`config.mk`:
```
export PLATFORM = sky130hd
export DESIGN_NAME = mhol_ram
export DESIGN_NICKNAME = d
export VERILOG_FILES = /design/src/rtl/mhol_ram.sv
export SDC_FILE = /design/constraint.sdc
export NUM_CORES = 1
export LEC_CHECK = 0
export ABC_AREA = 1
export BUFFER_PORTS_ARGS = -buffer_cell sky130_fd_sc_hd__buf_4
export CELL_PAD_IN_SITES_DETAIL_PLACEMENT = 1
export CELL_PAD_IN_SITES_GLOBAL_PLACEMENT = 2
export CORE_UTILIZATION = 43
export DETAILED_ROUTE_END_ITERATION = 16
export GPL_ROUTABILITY_DRIVEN = 0
export PLACE_DENSITY = 0.82
export SLEW_MARGIN = 20
export SYNTH_ARGS = -nofsm -noshare
export SYNTH_HDL_FRONTEND = slang
export SYNTH_SLANG_ARGS = --single-unit
```
`constraint.sdc`:
```
create_clock -name clk -period 3.8 [get_ports clk]
set_input_delay 0.57 -clock clk [delete_from_list [all_inputs] [get_ports clk]]
set_output_delay 0.57 -clock clk [all_outputs]
set_load 0.01 [all_outputs]
```
`src/rtl/mhol_ram.sv`:
```
`timescale 1ns / 1ps
// ----------------------------------------------------------------------------
// mhol_ram
// Generic single-port RAM with registered read.
// ----------------------------------------------------------------------------
module mhol_ram #(
	parameter int WIDTH = 8,
	parameter int DEPTH = 16
) (
	input  logic                     clk,
	input  logic                     we,
	input  logic [$clog2(DEPTH)-1:0] addr,
	input  logic [WIDTH-1:0]         wdata,
	output logic [WIDTH-1:0]         rdata
);
	logic [WIDTH-1:0] mem [DEPTH];

	// read before write, read data registered
	always_ff @(posedge clk) begin
		if (we) begin
			mem[addr] <= wdata;
		end
		rdata <= mem[addr];
	end
endmodule

```
; Yosys cells after proc, flatten, opt, wreduce, memory -nomap -nowiden
; Memory sizes are Yosys's and may differ from the RTL's. A register that Yosys moved wholly into a read port is not among the register bits.
; Cells that the tools add are included.
[word_totals]
regBits = 0
ram_bits = 128
in_bits = 14
output_inout_bits = 8
wordCells = 3
mem_count = 1
[classes]
n_mux = 2
[mem_list]
columns = memory, depth, width, read_ports, rd_clocked_by_memory_dff, write_ports, line_no
row1 = mem, 16, 8, 1, 1, 1, 16  ; logic [WIDTH-1:0] mem [DEPTH];
[op_table]
columns = cell, count
row1 = $mux W1, 2

; Logic depth before layout (Yosys ltp)
[logic_depth]
ltp_word = 2
depth_mapped = 11
depth_no_buf = 9

; Least setup slack after synthesis
; No wires, ideal clock.
[synth_path]
path_kind = input port to flip-flop
startpoint = input port addr[1]
endpoint = memory mem[3][0], enable pin
setup_ps = 370
arrival_ps = 1577
required_time_ps = 3430
slack_ps = 1853
path_stages = 4
path_buffers = 2
path_cell_list = buf_2 -> clkbuf_1 -> nand3_1 -> nor2_1
[synth_rtl]
columns = element, line_no
row1 = "start, declared", 12  ; input logic [$clog2(DEPTH)-1:0] addr,
row2 = "end, declared", 16
; Straight into the memory's write port.

; Worst setup path after layout
[layout_path]
startpoint = input port addr[0]
endpoint = memory mem[4][1], enable pin
; Straight into the memory's write port.

==> impl_metrics.tcl <==
set metrics [dict create \
    max-cap-violations 0 \
    rows 41 \
    worstHoldPathCells 1 \
    hold_class "in2reg" \
    required_ps 3840 \
    ant_nets 0 \
    grt_pass1_vias 3771 \
    instances_no_fill 756 \
    root_buffer "clkbuf_16" \
    vias 3659 \
    wl_um 13300 \
    fillCellCount 1420 \
    dp_hpwl_um 8510 \
    synth_cell_types 11 \
    cts_sinks 136 \
    startpoint "addr[0]" \
    die_y_um 116 \
    syn_to_final_growth_pct 14.3 \
    crit_fanout 36 \
    antenna_found_initial 0 \
    cts_max_level 4 \
    post-route-period-util_pct 56.0 \
    p_sw_share_pct 21.5 \
    worst_pin_slew_ps 944 \
    drtPass1Iterations 4 \
    cts_setup_buffers 0 \
    finalSetupViolations 0 \
    rsz0062_at_grt "no" \
    regToRegSetupSlack_ps 2770 \
    cts_tree "built" \
    cts-buffers-inserted 17 \
    drt_iter0_markers 222 \
    grt_pass1_wl_um 20900 \
    synth_area_leaders "edfxtp_1 (69%), nand2_1 (23%), dfxtp_1 (2.9%)" \
    yosysSeqAreaShare_pct 71.6 \
    place_inst 724 \
    p_leak_nw 2.71 \
    synthCells 548 \
    clkTransAtPathRegs_ps 60 \
    intPower_w 0.00263 \
    r2r-end "rdata[2]" \
    ys_ff_latch 136 \
    max-vdd-ir-drop_mv 0.297 \
    wl_per_cell_um 17.6 \
    crit_end "mem[4][1]" \
    power_frac_seq_pct 50.4 \
    outcome "complete, no violations" \
    die_x_um 116 \
    dieArea_um2 13500 \
    power.net_switching_w 0.000720 \
    ff2ff_path_depth 8 \
    regArea_um2 4000 \
    p_comb_share_pct 6.3 \
    worstSetupPathType "in2reg" \
    cp-end-kind "register" \
    post-route-min-period_ps 2130 \
    clk_latency_ps 420 \
    clkPwrFrac_pct 43.3 \
    drive_gt1_share_pct 8.05 \
    initial_core_util_pct 44.1 \
    synth.avg_cell_area_um2 10.2 \
    yosys_warnings 0 \
    synth_top_cell_by_area "edfxtp_1" \
    cts_resized 0 \
    grt_overflow 0 \
    r2r-start "mem[4][2]" \
    maxSlewHeadroom_pct 36.8 \
    multi_input_area_um2 1390 \
    viasPerCell 4.84 \
    timing.fmax_mhz 470 \
    diodes 0 \
    fin_skew_ps 5.70 \
    finalPower_w 0.00335 \
    pwr_density_cell_nw_per_um2 524 \
    syn-num-nets 562 \
    port_buffers 21 \
    cts_buffer_depth 2 \
    core-area_um2 12700 \
    ios 22 \
    holdBufCountCts 0 \
    drc 0 \
    gr-usage-all-layers_pct 22.2 \
    design_area_um2 6390 \
    cp.arrival_ps 2170 \
    layout.nets 585 \
    startpoint_type "primary input" \
    place_area_um2 5880 \
    fin_tns_setup_ps 0 \
    synth.top_cell.area_share_pct 68.7 \
    hold_viol_final 0 \
    slew_violations 0 \
    grt_max_degree 37 \
    synthesis.area_um2 5590 \
]
## power groups by stage
stage / Sequential [W] / Clock, W / Combinational [W]
finish: 0.00169 / 0.00145 / 0.000211
global route: 0.00169 / 0.00154 / 0.000239
CTS: 0.00169 / 0.00147 / 0.000216
detailed placement: 0.00172 / 0 / 0.000215
global placement: 0.00172 / 0 / 0.000210
floorplan: 0.00172 / 0 / 0.000116
## routing by layer
layer,wire [um],track usage (%),share of wire [%]
met5,0,0,0
met4,219,8.21,1.6
met3,495,5.28,3.7
met2,6420,35.0,48
met1,6190,30.0,46
## registers in the layout (all words and copies together), names as in the netlist
signal	flops
rdata	8
mem	128
## kinds of logic (layout without fill, tap and decap cells)
group	Yosys count	count (layout)	synth area share [%]
AND/OR/NAND/NOR	368	368	24.8
buffers and inverters	44	80	3.62
flip-flops	136	136	71.6
## worst min-delay path by stage
stage,startpoint,end,slack (ps)
3_3_place_gp,mem[13][0],rdata[0],700
3_5_place_dp,mem[12][0],rdata[0],700
2_1_floorplan,mem[0][0],rdata[0],640
5_1_grt,wdata[1],mem[14][1],500
6_report,wdata[1],mem[13][1],500
4_1_cts,wdata[1],mem[14][1],500
## layout by cell type, fill, tap and decap left out, drive strengths merged
cell    netlist  routed
clkinv        1       5
dfxtp         8       8
nor2         18      18
clkbuf        3      27
nand3         4       4
edfxtp      128     128
bufinv        0       1
buf          18      25
inv          22      22
nand2       346     346
## synthesized netlist by cell type, drive strengths merged
master / instances
clkbuf: 3
clkinv: 1
inv: 22
dfxtp: 8
nand3: 4
buf: 18
nand2: 346
edfxtp: 128
nor2: 18
## through the flow
stage          worst slack (ps)  util [%]  hold slack [ps]
5_1_grt                    1510      50.4              502
3_3_place_gp               1270      46.4              698
4_1_cts                    1660      50.4              498
6_report                   1670      50.4              497
2_1_floorplan              1850         -              643
3_5_place_dp               1230      46.4              698
## cell type report
class | count | share of cell area (%)
Inverter | 23 | 1.35
Sequential cell | 136 | 62.6
Multi-Input combinational cell | 368 | 21.7
Clock buffer | 27 | 7.24
Tap cell | 172 | 3.37
Clock inverter | 5 | 0.764
Timing Repair Buffer | 25 | 2.94
## critical path, stage by stage
cell and delay, ps:
buf_4 230, inv_2 120, buf_4 340, nand3_1 250, nor2_1 630
Note: power is estimated with default switching activity, not from simulation.
